`config.mk`:
```
export PLATFORM = sky130hd
export DESIGN_NAME = c_keyword_counter_top
export DESIGN_NICKNAME = d
export VERILOG_FILES = /design/src/hw/rtl/ckc_pkg.sv /design/src/hw/rtl/ckc_datapath.sv /design/src/hw/rtl/ckc_ctrl.sv /design/src/hw/rtl/c_keyword_counter_top.sv
export SDC_FILE = /design/constraint.sdc
export NUM_CORES = 1
export LEC_CHECK = 0
export ABC_AREA = 0
export BUFFER_PORTS_ARGS = -buffer_cell sky130_fd_sc_hd__buf_2
export CAP_MARGIN = 20
export CORE_ASPECT_RATIO = 0.8
export CORE_MARGIN = 2
export CORE_UTILIZATION = 60
export DETAILED_ROUTE_END_ITERATION = 7
export HOLD_SLACK_MARGIN = 0.12
export PLACE_DENSITY = 0.76
export SYNTH_ARGS = -nofsm -noshare
export SYNTH_HDL_FRONTEND = slang
export SYNTH_SLANG_ARGS = --single-unit
```
`constraint.sdc`:
```
create_clock -name clk -period 9.1 [get_ports clk]
set_input_delay 0 -clock clk [delete_from_list [all_inputs] [get_ports clk]]
set_output_delay 0 -clock clk [all_outputs]
set_load 0.1 [all_outputs]
```
`src/hw/rtl/ckc_pkg.sv`:
```
// ----------------------------------------------------------------------------
// ckc_pkg
// Shared types, constants, keyword ROM and lexer helpers of the keyword counter.
// ----------------------------------------------------------------------------
package ckc_pkg;

  localparam int KEYWORD_TOTAL = 38;
  localparam int WORD_LIMIT    = 100;
  localparam int COUNT_BITS    = 16;
  localparam int KEEP_CHARS    = 10;
  localparam int IDX_BITS      = 6;
  localparam int LEN_BITS      = 7;
  localparam int OUT_CNT_BITS  = 16;

  typedef struct packed {
    logic [7:0] ch;
    logic       end_of_input;
  } in_item_t;

  typedef struct packed {
    logic [IDX_BITS-1:0]     keyword_index;
    logic [OUT_CNT_BITS-1:0] occurrence_count;
    logic                    last;
  } out_item_t;

  typedef enum logic [2:0] {
    LEX_GAP     = 3'd0,
    LEX_WORD    = 3'd1,
    LEX_HASH    = 3'd2,
    LEX_QUOTE   = 3'd3,
    LEX_SLASH   = 3'd4,
    LEX_COMMENT = 3'd5
  } lex_mode_t;

  typedef struct packed {
    lex_mode_t           mode;
    logic [LEN_BITS-1:0] len;
    logic                qd;
    logic                esc;
    logic                star;
    logic                wr;
  } lex_t;

  // controller -> datapath
  typedef struct packed {
    logic lex_step;
    logic lex_clear;
    logic cap_idx;
    logic upd_rd;
    logic upd_wr;
    logic rpt_start;
    logic rpt_rd;
    logic rpt_next;
    logic load_out;
    logic valid_clear;
  } ckc_cmd_t;

  // datapath -> controller
  typedef struct packed {
    logic hit_byte;
    logic hit_end;
    logic rpt_valid;
    logic rpt_at_end;
    logic out_free;
  } ckc_stat_t;

  localparam logic [7:0] CH_STAR  = 8'h2A;
  localparam logic [7:0] CH_SLASH = 8'h2F;
  localparam logic [7:0] CH_UNDER = 8'h5F;
  localparam logic [7:0] CH_HASH  = 8'h23;
  localparam logic [7:0] CH_DQ    = 8'h22;
  localparam logic [7:0] CH_SQ    = 8'h27;
  localparam logic [7:0] CH_BSL   = 8'h5C;
  localparam logic [7:0] CH_SPACE = 8'h20;

  // keyword text, right aligned, first character in the highest used byte
  localparam logic [8*KEEP_CHARS-1:0] KW_TEXT [KEYWORD_TOTAL] = '{
    80'("auto"), 80'("break"), 80'("case"), 80'("char"), 80'("const"),
    80'("continue"), 80'("default"), 80'("do"), 80'("double"), 80'("else"),
    80'("enum"), 80'("extern"), 80'("float"), 80'("for"), 80'("goto"),
    80'("if"), 80'("inline"), 80'("int"), 80'("long"), 80'("register"),
    80'("restrict"), 80'("return"), 80'("short"), 80'("signed"),
    80'("sizeof"), 80'("static"), 80'("struct"), 80'("switch"),
    80'("typedef"), 80'("union"), 80'("unsigned"), 80'("void"),
    80'("volatile"), 80'("while"), 80'("_Bool"), 80'("_Complex"),
    80'("_Imaginary"), 80'("_Generic")
  };

  localparam logic [3:0] KW_LEN [KEYWORD_TOTAL] = '{
    4'd4, 4'd5, 4'd4, 4'd4, 4'd5, 4'd8, 4'd7, 4'd2, 4'd6, 4'd4,
    4'd4, 4'd6, 4'd5, 4'd3, 4'd4, 4'd2, 4'd6, 4'd3, 4'd4, 4'd8,
    4'd8, 4'd6, 4'd5, 4'd6, 4'd6, 4'd6, 4'd6, 4'd6, 4'd7, 4'd5,
    4'd8, 4'd4, 4'd8, 4'd5, 4'd5, 4'd8, 4'd10, 4'd8
  };

  function automatic logic is_letter(input logic [7:0] c);
    return (c >= 8'h61 && c <= 8'h7A) || (c >= 8'h41 && c <= 8'h5A);
  endfunction

  function automatic logic is_word_char(input logic [7:0] c);
    return is_letter(c) || (c >= 8'h30 && c <= 8'h39) || c == CH_UNDER;
  endfunction

  function automatic logic is_space(input logic [7:0] c);
    return c == CH_SPACE || (c >= 8'd9 && c <= 8'd13);
  endfunction

  // byte between tokens; may start a new token
  function automatic lex_t gap_step(input logic [7:0] c, input logic qd);
    lex_t r;
    r.mode = LEX_GAP;
    r.len  = '0;
    r.qd   = qd;
    r.esc  = 1'b0;
    r.star = 1'b0;
    r.wr   = 1'b0;
    if (is_space(c)) begin
      r.mode = LEX_GAP;
    end else if (is_letter(c) || c == CH_UNDER) begin
      r.mode = LEX_WORD;
      r.len  = LEN_BITS'(1);
      r.wr   = 1'b1;
    end else if (c == CH_HASH) begin
      r.mode = LEX_HASH;
      r.len  = LEN_BITS'(1);
      r.wr   = 1'b1;
    end else if (c == CH_SQ || c == CH_DQ) begin
      r.mode = LEX_QUOTE;
      r.len  = LEN_BITS'(1);
      r.qd   = (c == CH_DQ);
    end else if (c == CH_SLASH) begin
      r.mode = LEX_SLASH;
    end
    return r;
  endfunction

  // exact match of the kept characters; bit IDX_BITS is the hit flag
  function automatic logic [IDX_BITS:0] match_word(
    input logic [8*KEEP_CHARS-1:0] chars,
    input logic [LEN_BITS-1:0]     len
  );
    logic [IDX_BITS:0]         r;
    logic                      eq;
    logic [8*KEEP_CHARS-1:0]   sh;
    logic [3:0]                kl;
    r = '0;
    for (int k = KEYWORD_TOTAL - 1; k >= 0; k--) begin
      kl = KW_LEN[k];
      eq = (len == LEN_BITS'(kl));
      for (int i = 0; i < KEEP_CHARS; i++) begin
        if (i < int'(kl)) begin
          sh = KW_TEXT[k] >> (8 * (int'(kl) - 1 - i));
          if (chars[8*i +: 8] != sh[7:0]) eq = 1'b0;
        end
      end
      if (eq) r = {1'b1, IDX_BITS'(k)};
    end
    return r;
  endfunction

endpackage

```
`src/hw/rtl/ckc_datapath.sv`:
```
// ----------------------------------------------------------------------------
// ckc_datapath
// Lexer registers, keyword match, count memory and output register.
// ----------------------------------------------------------------------------
module ckc_datapath import ckc_pkg::*; (
  input  logic      clk,
  input  logic      rst,
  input  in_item_t  in_data,
  input  ckc_cmd_t  cmd,
  output ckc_stat_t stat,
  output logic      out_valid,
  input  logic      out_stall,
  output out_item_t out_data
);

  // lexer state
  lex_mode_t           lexer_mode;
  logic [LEN_BITS-1:0] word_length;
  logic                quote_is_double;
  logic                escape_pending;
  logic                star_seen;
  logic [7:0]          word_chars [KEEP_CHARS];

  lex_t                lex_next;
  logic                word_end;
  logic [LEN_BITS-1:0] wr_pos;
  logic [8*KEEP_CHARS-1:0] chars_flat;
  logic [IDX_BITS:0]   match;

  // counts
  logic [COUNT_BITS-1:0]    mem [KEYWORD_TOTAL];
  logic [KEYWORD_TOTAL-1:0] kw_valid;
  logic [COUNT_BITS-1:0]    rd_data;
  logic [IDX_BITS-1:0]      rd_addr;
  logic [IDX_BITS-1:0]      upd_idx;
  logic [IDX_BITS-1:0]      rpt_idx;
  logic [COUNT_BITS-1:0]    inc_val;
  logic [KEYWORD_TOTAL-1:0] above;
  logic                     out_last;

  always_comb begin
    for (int i = 0; i < KEEP_CHARS; i++) chars_flat[8*i +: 8] = word_chars[i];
  end

  assign match = match_word(chars_flat, word_length);

  // one byte through the lexer
  always_comb begin
    logic [7:0] c;
    c = in_data.ch;
    lex_next.mode = lexer_mode;
    lex_next.len  = word_length;
    lex_next.qd   = quote_is_double;
    lex_next.esc  = escape_pending;
    lex_next.star = star_seen;
    lex_next.wr   = 1'b0;
    word_end      = 1'b0;
    unique case (lexer_mode) inside
      LEX_WORD, LEX_HASH: begin
        if (!is_word_char(c)) begin
          word_end = (lexer_mode == LEX_WORD);
          lex_next = gap_step(c, quote_is_double);
        end else begin
          lex_next.wr  = (word_length < LEN_BITS'(KEEP_CHARS));
          lex_next.len = word_length + 1'b1;
          if (lex_next.len >= LEN_BITS'(WORD_LIMIT)) begin
            // word reaches the length limit: dropped
            lex_next.mode = LEX_GAP;
            lex_next.len  = '0;
          end
        end
      end
      LEX_QUOTE: begin
        if (escape_pending) begin
          lex_next.esc = 1'b0;
        end else begin
          lex_next.len = word_length + 1'b1;
          if (c == CH_BSL) begin
            lex_next.esc = 1'b1;
          end else if (c == (quote_is_double ? CH_DQ : CH_SQ)) begin
            lex_next.mode = LEX_GAP;
            lex_next.len  = '0;
          end
        end
        if (lex_next.mode == LEX_QUOTE && !lex_next.esc &&
            lex_next.len >= LEN_BITS'(WORD_LIMIT)) begin
          lex_next.mode = LEX_GAP;
          lex_next.len  = '0;
        end
      end
      LEX_SLASH: begin
        if (c == CH_STAR) begin
          lex_next.mode = LEX_COMMENT;
          lex_next.star = 1'b0;
        end else begin
          lex_next = gap_step(c, quote_is_double);
        end
      end
      LEX_COMMENT: begin
        if (star_seen && c == CH_SLASH) begin
          lex_next.mode = LEX_GAP;
          lex_next.star = 1'b0;
        end else begin
          lex_next.star = (c == CH_STAR);
        end
      end
      default: lex_next = gap_step(c, quote_is_double);
    endcase
  end

  always_ff @(posedge clk) begin
    if (rst || cmd.lex_clear) begin
      lexer_mode      <= LEX_GAP;
      word_length     <= '0;
      quote_is_double <= 1'b0;
      escape_pending  <= 1'b0;
      star_seen       <= 1'b0;
    end else if (cmd.lex_step) begin
      lexer_mode      <= lex_next.mode;
      word_length     <= lex_next.len;
      quote_is_double <= lex_next.qd;
      escape_pending  <= lex_next.esc;
      star_seen       <= lex_next.star;
    end
  end

  // new character lands at the slot of the updated length
  assign wr_pos = lex_next.len - 1'b1;

  // kept characters; reset value not needed, only written entries are compared
  always_ff @(posedge clk) begin
    if (cmd.lex_step && lex_next.wr) begin
      word_chars[wr_pos[3:0]] <= in_data.ch;
    end
  end

  // count memory, registered read
  assign rd_addr = cmd.upd_rd ? upd_idx : rpt_idx;
  assign inc_val = kw_valid[upd_idx] ?
                   ((&rd_data) ? rd_data : rd_data + 1'b1) : COUNT_BITS'(1);

  always_ff @(posedge clk) begin
    if (cmd.upd_rd || cmd.rpt_rd) rd_data <= mem[rd_addr];
    if (cmd.upd_wr) mem[upd_idx] <= inc_val;
    if (cmd.cap_idx) upd_idx <= match[IDX_BITS-1:0];
  end

  always_ff @(posedge clk) begin
    if (rst || cmd.valid_clear) begin
      kw_valid <= '0;
    end else if (cmd.upd_wr) begin
      kw_valid[upd_idx] <= 1'b1;
    end
  end

  always_ff @(posedge clk) begin
    if (rst || cmd.rpt_start) begin
      rpt_idx <= '0;
    end else if (cmd.rpt_next) begin
      rpt_idx <= rpt_idx + 1'b1;
    end
  end

  assign above    = kw_valid >> ({1'b0, rpt_idx} + 7'd1);
  assign out_last = (above == '0);

  // output register
  always_ff @(posedge clk) begin
    if (rst) begin
      out_valid <= 1'b0;
    end else if (cmd.load_out) begin
      out_valid <= 1'b1;
    end else if (!out_stall) begin
      out_valid <= 1'b0;
    end
  end

  always_ff @(posedge clk) begin
    if (cmd.load_out) begin
      out_data.keyword_index    <= rpt_idx;
      out_data.occurrence_count <= OUT_CNT_BITS'(rd_data);
      out_data.last             <= out_last;
    end
  end

  assign stat.hit_byte   = word_end && match[IDX_BITS];
  assign stat.hit_end    = (lexer_mode == LEX_WORD) && match[IDX_BITS];
  assign stat.rpt_valid  = kw_valid[rpt_idx];
  assign stat.rpt_at_end = (rpt_idx == IDX_BITS'(KEYWORD_TOTAL - 1));
  assign stat.out_free   = !out_valid || !out_stall;

  // a literal may sit at the limit while its escaped byte is pending
  a_len_bound: assert property (@(posedge clk) disable iff (rst)
    word_length <= LEN_BITS'(WORD_LIMIT))
    else $error("word length past limit");

  a_out_nonzero: assert property (@(posedge clk) disable iff (rst)
    cmd.load_out |=> out_data.occurrence_count != '0)
    else $error("zero count reported");

endmodule

```
`src/hw/rtl/ckc_ctrl.sv`:
```
// ----------------------------------------------------------------------------
// ckc_ctrl
// Sequencer: byte intake, count update and end-of-stream report walk.
// ----------------------------------------------------------------------------
module ckc_ctrl import ckc_pkg::*; (
  input  logic      clk,
  input  logic      rst,
  input  logic      in_valid,
  input  logic      in_end,
  output logic      in_stall,
  input  ckc_stat_t stat,
  output ckc_cmd_t  cmd
);

  typedef enum logic [4:0] {
    ST_IDLE   = 5'b00001,
    ST_UPD_RD = 5'b00010,
    ST_UPD_WR = 5'b00100,
    ST_RPT_RD = 5'b01000,
    ST_RPT_WR = 5'b10000
  } state_t;

  state_t state, state_next;
  logic   rpt_pending, rpt_pending_next;
  logic   accept;

  assign in_stall = (state != ST_IDLE);
  assign accept   = in_valid && !in_stall;

  always_comb begin
    state_next       = state;
    rpt_pending_next = rpt_pending;
    cmd              = '0;
    unique case (state)
      ST_IDLE: begin
        if (accept) begin
          cmd.cap_idx = 1'b1;
          if (in_end) begin
            cmd.lex_clear = 1'b1;
            if (stat.hit_end) begin
              rpt_pending_next = 1'b1;
              state_next       = ST_UPD_RD;
            end else begin
              cmd.rpt_start = 1'b1;
              state_next    = ST_RPT_RD;
            end
          end else begin
            cmd.lex_step = 1'b1;
            if (stat.hit_byte) state_next = ST_UPD_RD;
          end
        end
      end
      ST_UPD_RD: begin
        cmd.upd_rd = 1'b1;
        state_next = ST_UPD_WR;
      end
      ST_UPD_WR: begin
        cmd.upd_wr = 1'b1;
        if (rpt_pending) begin
          rpt_pending_next = 1'b0;
          cmd.rpt_start    = 1'b1;
          state_next       = ST_RPT_RD;
        end else begin
          state_next = ST_IDLE;
        end
      end
      ST_RPT_RD: begin
        if (stat.rpt_valid) begin
          cmd.rpt_rd = 1'b1;
          state_next = ST_RPT_WR;
        end else if (stat.rpt_at_end) begin
          cmd.valid_clear = 1'b1;
          state_next      = ST_IDLE;
        end else begin
          cmd.rpt_next = 1'b1;
        end
      end
      ST_RPT_WR: begin
        if (stat.out_free) begin
          cmd.load_out = 1'b1;
          if (stat.rpt_at_end) begin
            cmd.valid_clear = 1'b1;
            state_next      = ST_IDLE;
          end else begin
            cmd.rpt_next = 1'b1;
            state_next   = ST_RPT_RD;
          end
        end
      end
      default: state_next = ST_IDLE;
    endcase
  end

  always_ff @(posedge clk) begin
    if (rst) begin
      state       <= ST_IDLE;
      rpt_pending <= 1'b0;
    end else begin
      state       <= state_next;
      rpt_pending <= rpt_pending_next;
    end
  end

  a_wr_after_rd: assert property (@(posedge clk) disable iff (rst)
    state == ST_UPD_WR |-> $past(state) == ST_UPD_RD)
    else $error("count write without read");

  a_pending_scope: assert property (@(posedge clk) disable iff (rst)
    rpt_pending |-> (state == ST_UPD_RD || state == ST_UPD_WR))
    else $error("report pending outside update");

endmodule

```
`src/hw/rtl/c_keyword_counter_top.sv`:
```
// Intake: a byte that ends a keyword holds off the next byte while its count
//   is read from the count memory, then written (UPD_RD, then UPD_WR).
// Report: end of input walks all 38 count slots; an empty slot is skipped, a
//   counted one is read, then loaded out (held while the output stalls); a
//   stream that ends inside a keyword first updates that keyword's count.
// Reset: synchronous, clears lexer, count valid bits and output valid.
// ----------------------------------------------------------------------------
// c_keyword_counter_top
// Counts C keywords in a source byte stream and reports the counts on end
// of input.
// ----------------------------------------------------------------------------
module c_keyword_counter_top import ckc_pkg::*; (
  input  logic      clk,
  input  logic      rst,
  // byte items
  input  logic      in_valid,
  output logic      in_stall,
  input  in_item_t  in_data,
  // report items
  output logic      out_valid,
  input  logic      out_stall,
  output out_item_t out_data
);

  ckc_cmd_t  cmd;
  ckc_stat_t stat;

  // sequencer: owns the input handshake, orders updates and the report walk
  ckc_ctrl u_ctrl (
    .clk      (clk),
    .rst      (rst),
    .in_valid (in_valid),
    .in_end   (in_data.end_of_input),
    .in_stall (in_stall),
    .stat     (stat),
    .cmd      (cmd)
  );

  // lexer, keyword match, count memory with valid bits, output register
  ckc_datapath u_dp (
    .clk       (clk),
    .rst       (rst),
    .in_data   (in_data),
    .cmd       (cmd),
    .stat      (stat),
    .out_valid (out_valid),
    .out_stall (out_stall),
    .out_data  (out_data)
  );

endmodule
```
### Word level (Yosys, flattened, before mapping)

Memories as Yosys holds them, arrays and structs flattened. A register that Yosys moved wholly into a read port is not among the register bits.
Index checks and enable logic that the tools add are counted.

* add/subtract/negate cells: 5
* $lt $le $gt $ge: 14
* equality and inequality tests: 148
* shift-type cells: 1
* muxes and demuxes: 337
* bitwise gates (word level): 4
* reduce and logical (&&, ||, !) cells: 43

Operators by type and width (count)
* $ne 8x7->1 const B: 104
* $mux 7: 38
* $mux 1: 242
* $mux 10: 11
* $mux 8: 7
* $eq 8x6->1 const B: 6
* $logic_not 38->1: 1
* $or 38x38->38: 1
* $shr 38x7->38: 1
* $mux 3: 11
* $mux 16: 2
* $reduce_or 32->1: 1
* $mux 5: 6
* $eq 7x3->1 const B: 4
* $pmux 7 s4: 1
* $pmux 5 s5: 1
* $ne 2x2->1 const B: 9
* $add 16x1->16 const B: 1
* $eq 8x7->1 const B: 2
* $ge 8x7->1 const B: 2
* $le 8x7->1 const B: 2
* $reduce_and 16->1: 1
* $reduce_or 16->1: 1
* $eq 7x2->1 const B: 2
* other kinds (47): 95

* register bits after elaboration: 93
* bits in writable memories: 688
* input bits: 13
* output and inout bits: 25
* memories: 2

Memories
* u_dp.mem: depth 38, width 16, rd ports 1, clocked after Yosys merged registers in 1, write ports 1, RTL line ckc_datapath.sv:31 `logic [COUNT_BITS-1:0] mem [KEYWORD_TOTAL];`
* u_dp.word_chars: depth 10, width 8, rd ports 10, clocked after Yosys merged registers in 0, write ports 1, RTL line ckc_datapath.sv:22 `logic [7:0] word_chars [KEEP_CHARS];`

### Longest topological paths before layout

An unclocked memory read counts as a cell.

* word-level depth: 55
* depth in mapped cells: 13
* mapped depth without buffers: 11

### Modules after synthesis

From an unflattened synthesis, not the netlist that was laid out.

* cells, all modules: 2255
* area, all modules: 34937.3 µm²

By module, submodules not included
* ckc_datapath: instances 1, cells an instance 2197, area an instance 34473.1 µm²
* ckc_ctrl: instances 1, cells an instance 58, area an instance 464.2 µm²

### Worst setup path after synthesis

No wires, ideal clock.

* kind: flip-flop to flip-flop
* from: register u_dp.upd_idx[1]
* to: memory u_dp.mem[0][8], data pin
* arrival time: 3.338 ns
* path slack: 5.272 ns
* cell stages (with the launch flop): 12
* clock period less this slack: 3.828 ns
* cells stage by stage: edfxtp_1 clkbuf_1 clkbuf_1 nand3_1 inv_1 a32oi_1 o221ai_1 nor3_1 a41oi_1 a21oi_1 o22a_1 nor3_1

* word-level cells in the longest chain between the ends: 3

Ends and longest elaborated chain
* from (decl): RTL line ckc_datapath.sv:35 `logic [IDX_BITS-1:0] upd_idx;`
* from (signal assigned): RTL line ckc_datapath.sv:145 `if (cmd.cap_idx) upd_idx <= match[IDX_BITS-1:0];`
* $bmux 1 s6: RTL line ckc_datapath.sv:139 `assign inc_val = kw_valid[upd_idx] ?`
* $mux 1 (implied by the code): RTL line ckc_datapath.sv:139
* $mux 16: RTL line ckc_datapath.sv:139
* named net u_dp.inc_val[8]: RTL line ckc_datapath.sv:37 `logic [COUNT_BITS-1:0] inc_val;`
* to (decl): RTL line ckc_datapath.sv:31

The timed path passes the listed nets, and every way through them passes these cells. The select of a mux whose other input is x is not followed.

### Final worst setup path

* from: register u_ctrl.state[1]
* to: register u_dp.rd_data[1] (read register of u_dp.mem), data pin

* word-level cells in the longest chain between the ends: 3
* elaborated cells between the ends (all ways): 6
* those cells by class: eq/ne: 2; mux: 3; reduce/logical: 1

Ends and longest elaborated chain
* from (decl): RTL line ckc_ctrl.sv:23 `state_t state, state_next;`
* from (signal assigned): RTL line ckc_ctrl.sv:99 `state <= state_next;`
* $eq 5x2->1 or $eq 5x4->1 (tied branches): RTL line ckc_ctrl.sv:34 `unique case (state)`
* $mux 1: RTL line ckc_ctrl.sv:34
* $mux 6 or $logic_or 1x1->1 (tied branches): RTL line ckc_datapath.sv:138, ckc_datapath.sv:143
* to (decl): RTL line ckc_datapath.sv:33 `logic [COUNT_BITS-1:0] rd_data;`

Parallel ways exist; a longest one is shown, timed or not.
A chain may end at the register's enable or synchronous reset.

==> metrics.txt <==
crit-path cells=nor3b_1 -> nand2_1 -> mux2i_4 -> buf_4 -> a311oi_1 -> a311oi_1 -> a31oi_1 -> a21oi_1 -> a21oi_1; Cell Area, Placed=36700 µm²; fin crit period=4.87 ns; max-slew violations=0; Post-Syn Nets=3009; DRC viols=0; hpwl dp=65.4 mm; Starting Density=60.9%; H-tree lvl count=3; DR WL/cell=27.2 µm; largest net degree at the start of global routing=207; first-pass GRT wire length=156 mm; CP arrival=5.21 ns; placed cells=around 3700; GR Overflow Total=0; met2 global-route usage=47.3%; Synth area leader=edfxtp_1; yosys warns=0; EDFF count, synth=between 700 and 800; Critical Path Start=u_ctrl.state[1]$_SDFFE_PP0P_; later-pin clock latency in the skew report=roughly 0.62 ns; asr flop ratio synth=0%; period utilization=53.5%; Min-Delay Path Class=in -> reg; Max Clk Rate=205 MHz; final setup violation count=0; final instance area=between 30000 and 40000 µm²; # rows=79; Die Width=276 µm; Num CTS Buffers=76; Critical Path Sink=u_dp.rd_data[1]$_DFFE_PP_; DIE HEIGHT=221 µm; CP endpoint kind=register; DRT Pass-1 Iters=6; Slew Limit Headroom=a little under a fifth; M1 GR Usage=53.5%; CTS Buffer Depth=3; I/O Pins=38; Final Hold Fails=0; Via-to-Cell Ratio=slightly below 7; crit-path max cell delay=0.95 ns; Synth top area share=62.1%; max_cap viols=0; gp weighted congestion=0.935; CTS tree=yes; vias in the first global route=24635; overall global routing resource usage=34.3%; reg-to-reg setup timing slack=around 4.2 ns; clk slew on worst S/H paths=0.06 ns; Die ar.=61000 µm²; layout cells sized above 1=10.8%; Clock Sinks=around 800; critical-path maximum fanout=53; Post-Syn Instances=2989; Final ANT Viol Nets=0; slew of the pin with the lowest slew margin=1.21 ns; run status=finished, final reports clean; R2R depth=9; final net count=3037; Distinct cells, synth=87; type of the worst setup path=reg -> reg; Seq/Total Area, Yosys=65.7%; Port Buffer Count=37; Synth area leaders=edfxtp_1, nand2_1, nand3_1; Pwr Density=between 150 and 200 nW/µm²; Clock Root Buffer=clkbuf_16; RSZ-0062 raised after global routing=false; DRT iter0 DRCs=around 3800; critical path's slowest cell=mux2i_4; top_reg_cell synth=edfxtp_1; Max Clock Skew=just over 0.03 ns; syn_area_per_cell=11.9 µm²; Non-Filler Instances=3846; grt peak-use layer=met1; Routed Wire Length=approximately 100 mm; setup tns final=0 ns; post-synthesis cell area=35400 µm²; FF+latch count, synth=between 700 and 800; RR Endpoint=u_dp.rd_data[1]$_DFFE_PP_; hold buffer count at cts=15; leakage=13.0 nW; Peak VDD IR=approximately 160 µV; number of gates resized after CTS=0; CP required=between 9 and 10 ns; synthesis-to-finish area growth=11.3%; core area=58200 µm²; Vias=26505; Crit Reg-Reg Startpoint=u_ctrl.state[1]$_SDFFE_PP0P_; setup bufs post-CTS=0; met3 Usage GRT=9.09%; startpoint types=register; initial antenna violation count=2
critical path, delay by kind of cell, from the launching register on:
family | cells | cell delay, ns
AO/OA/AOI/OAI | 5 | 1.59
multiplexers | 1 | 0.95
AND/OR/NAND/NOR | 2 | 0.86
buffers and inverters | 1 | 0.75
flip-flops | 1 | 0.42
area by class of cell:
| class | instances | area, µm² |
|---|---|---|
| sequential | 797 | 23300 |
| timing repair buffer | 143 | 1070 |
| antenna | 1 | 2.50 |
| inverter | 27 | 101 |
| clock buffer | 99 | 2140 |
| tap | 769 | 962 |
| fill | 4046 | 18800 |
| multi-input combinational | 1972 | 11400 |
| clock inverter | 38 | 399 |
registers in the layout (all words and copies together) (netlist names):
register,cells
u_dp.quote_is_double,1
u_ctrl.state,5
u_dp.kw_valid,38
u_dp.upd_idx,6
u_dp.rd_data,16
u_dp.word_length,7
u_dp.lexer_mode,3
u_dp.word_chars,80
u_dp.rpt_idx,6
u_dp.mem,608
u_dp.escape_pending,1
u_ctrl.rpt_pending,1
u_dp.out_valid,1
u_dp.out_data,23
u_dp.star_seen,1
logic make-up after synthesis:
logic type	share of synthesized area, %
XOR/XNOR	0.494
AND/OR/NAND/NOR	20.2
multiplexers	1.98
AO/OA/AOI/OAI	8.77
flip-flops	65.7
buffers and inverters	2.56
adder cells (fa/ha/maj)	0.279
how the worst min path moves through the flow:
stage,slack (ns),depth (start not counted),endpoint,from
2_1_floorplan,0.1,0,u_dp.word_chars[0][0]$_DFFE_PP_,in_data[1]
3_3_place_gp,0.32,3,u_dp.out_valid$_SDFFE_PP0P_,out_stall
3_5_place_dp,0.32,3,u_dp.out_valid$_SDFFE_PP0P_,out_stall
4_1_cts,0.25,4,u_ctrl.state[4]$_SDFFE_PP0P_,out_stall
5_1_grt,0.28,4,u_ctrl.state[4]$_SDFFE_PP0P_,out_stall
6_report,0.28,4,u_ctrl.state[4]$_SDFFE_PP0P_,out_stall
synthesized netlist by cell type, types with 27 or more instances:
cell type	instances
nor2_1	140
buf_2	55
nand4_1	55
inv_1	27
a21oi_1	86
nor2b_1	37
nand2_1	634
nor3_1	41
dfxtp_1	64
o21a_1	42
and3_1	56
edfxtp_1	733
a211oi_1	46
nand3_1	316
clkbuf_1	111
nor4_1	28
a311oi_1	97
o21ai_0	38
where the power goes:
part	leakage, nW	total, mW	switching (mW)	internal [mW]
Clock	1.24	3.22	1.35	1.87
Combinational	4.64	0.148	0.111	0.0368
Sequential	7.15	4.00	0.0119	3.98
Total	13.0	7.36	1.47	5.89
metrics by stage:
step	util, %	total power [mW]	hold slack (ns)	worst slack (ns)
floorplan	-	4.15	0.0989	5.27
CTS	67.6	7.38	0.245	4.32
global route	67.7	7.53	0.280	4.04
global placement	62.9	4.21	0.317	4.47
detailed placement	63.0	4.22	0.323	4.35
finish	67.7	7.36	0.276	4.23
cell usage in the layout (no fill, tap or decap), types with 38 or more instances in the layout:
cell	synthesis	final
a21oi_1	86	84
nand2_1	634	633
buf_2	55	41
edfxtp_1	733	733
and3_1	56	56
a311oi_1	97	97
a211oi_1	46	46
o21ai_0	38	38
nor2_1	140	119
o21a_1	42	42
nand4_1	55	55
buf_4	3	80
clkbuf_16	0	81
nand3_1	316	316
dfxtp_1	64	63
routing by layer:
layer	vias up	routed length [µm]
li1	11414	-
met1	12998	43500
met2	1903	44300
met3	190	13900
met4	0	3030
met5	-	0
(Power assumes the default switching activity.)
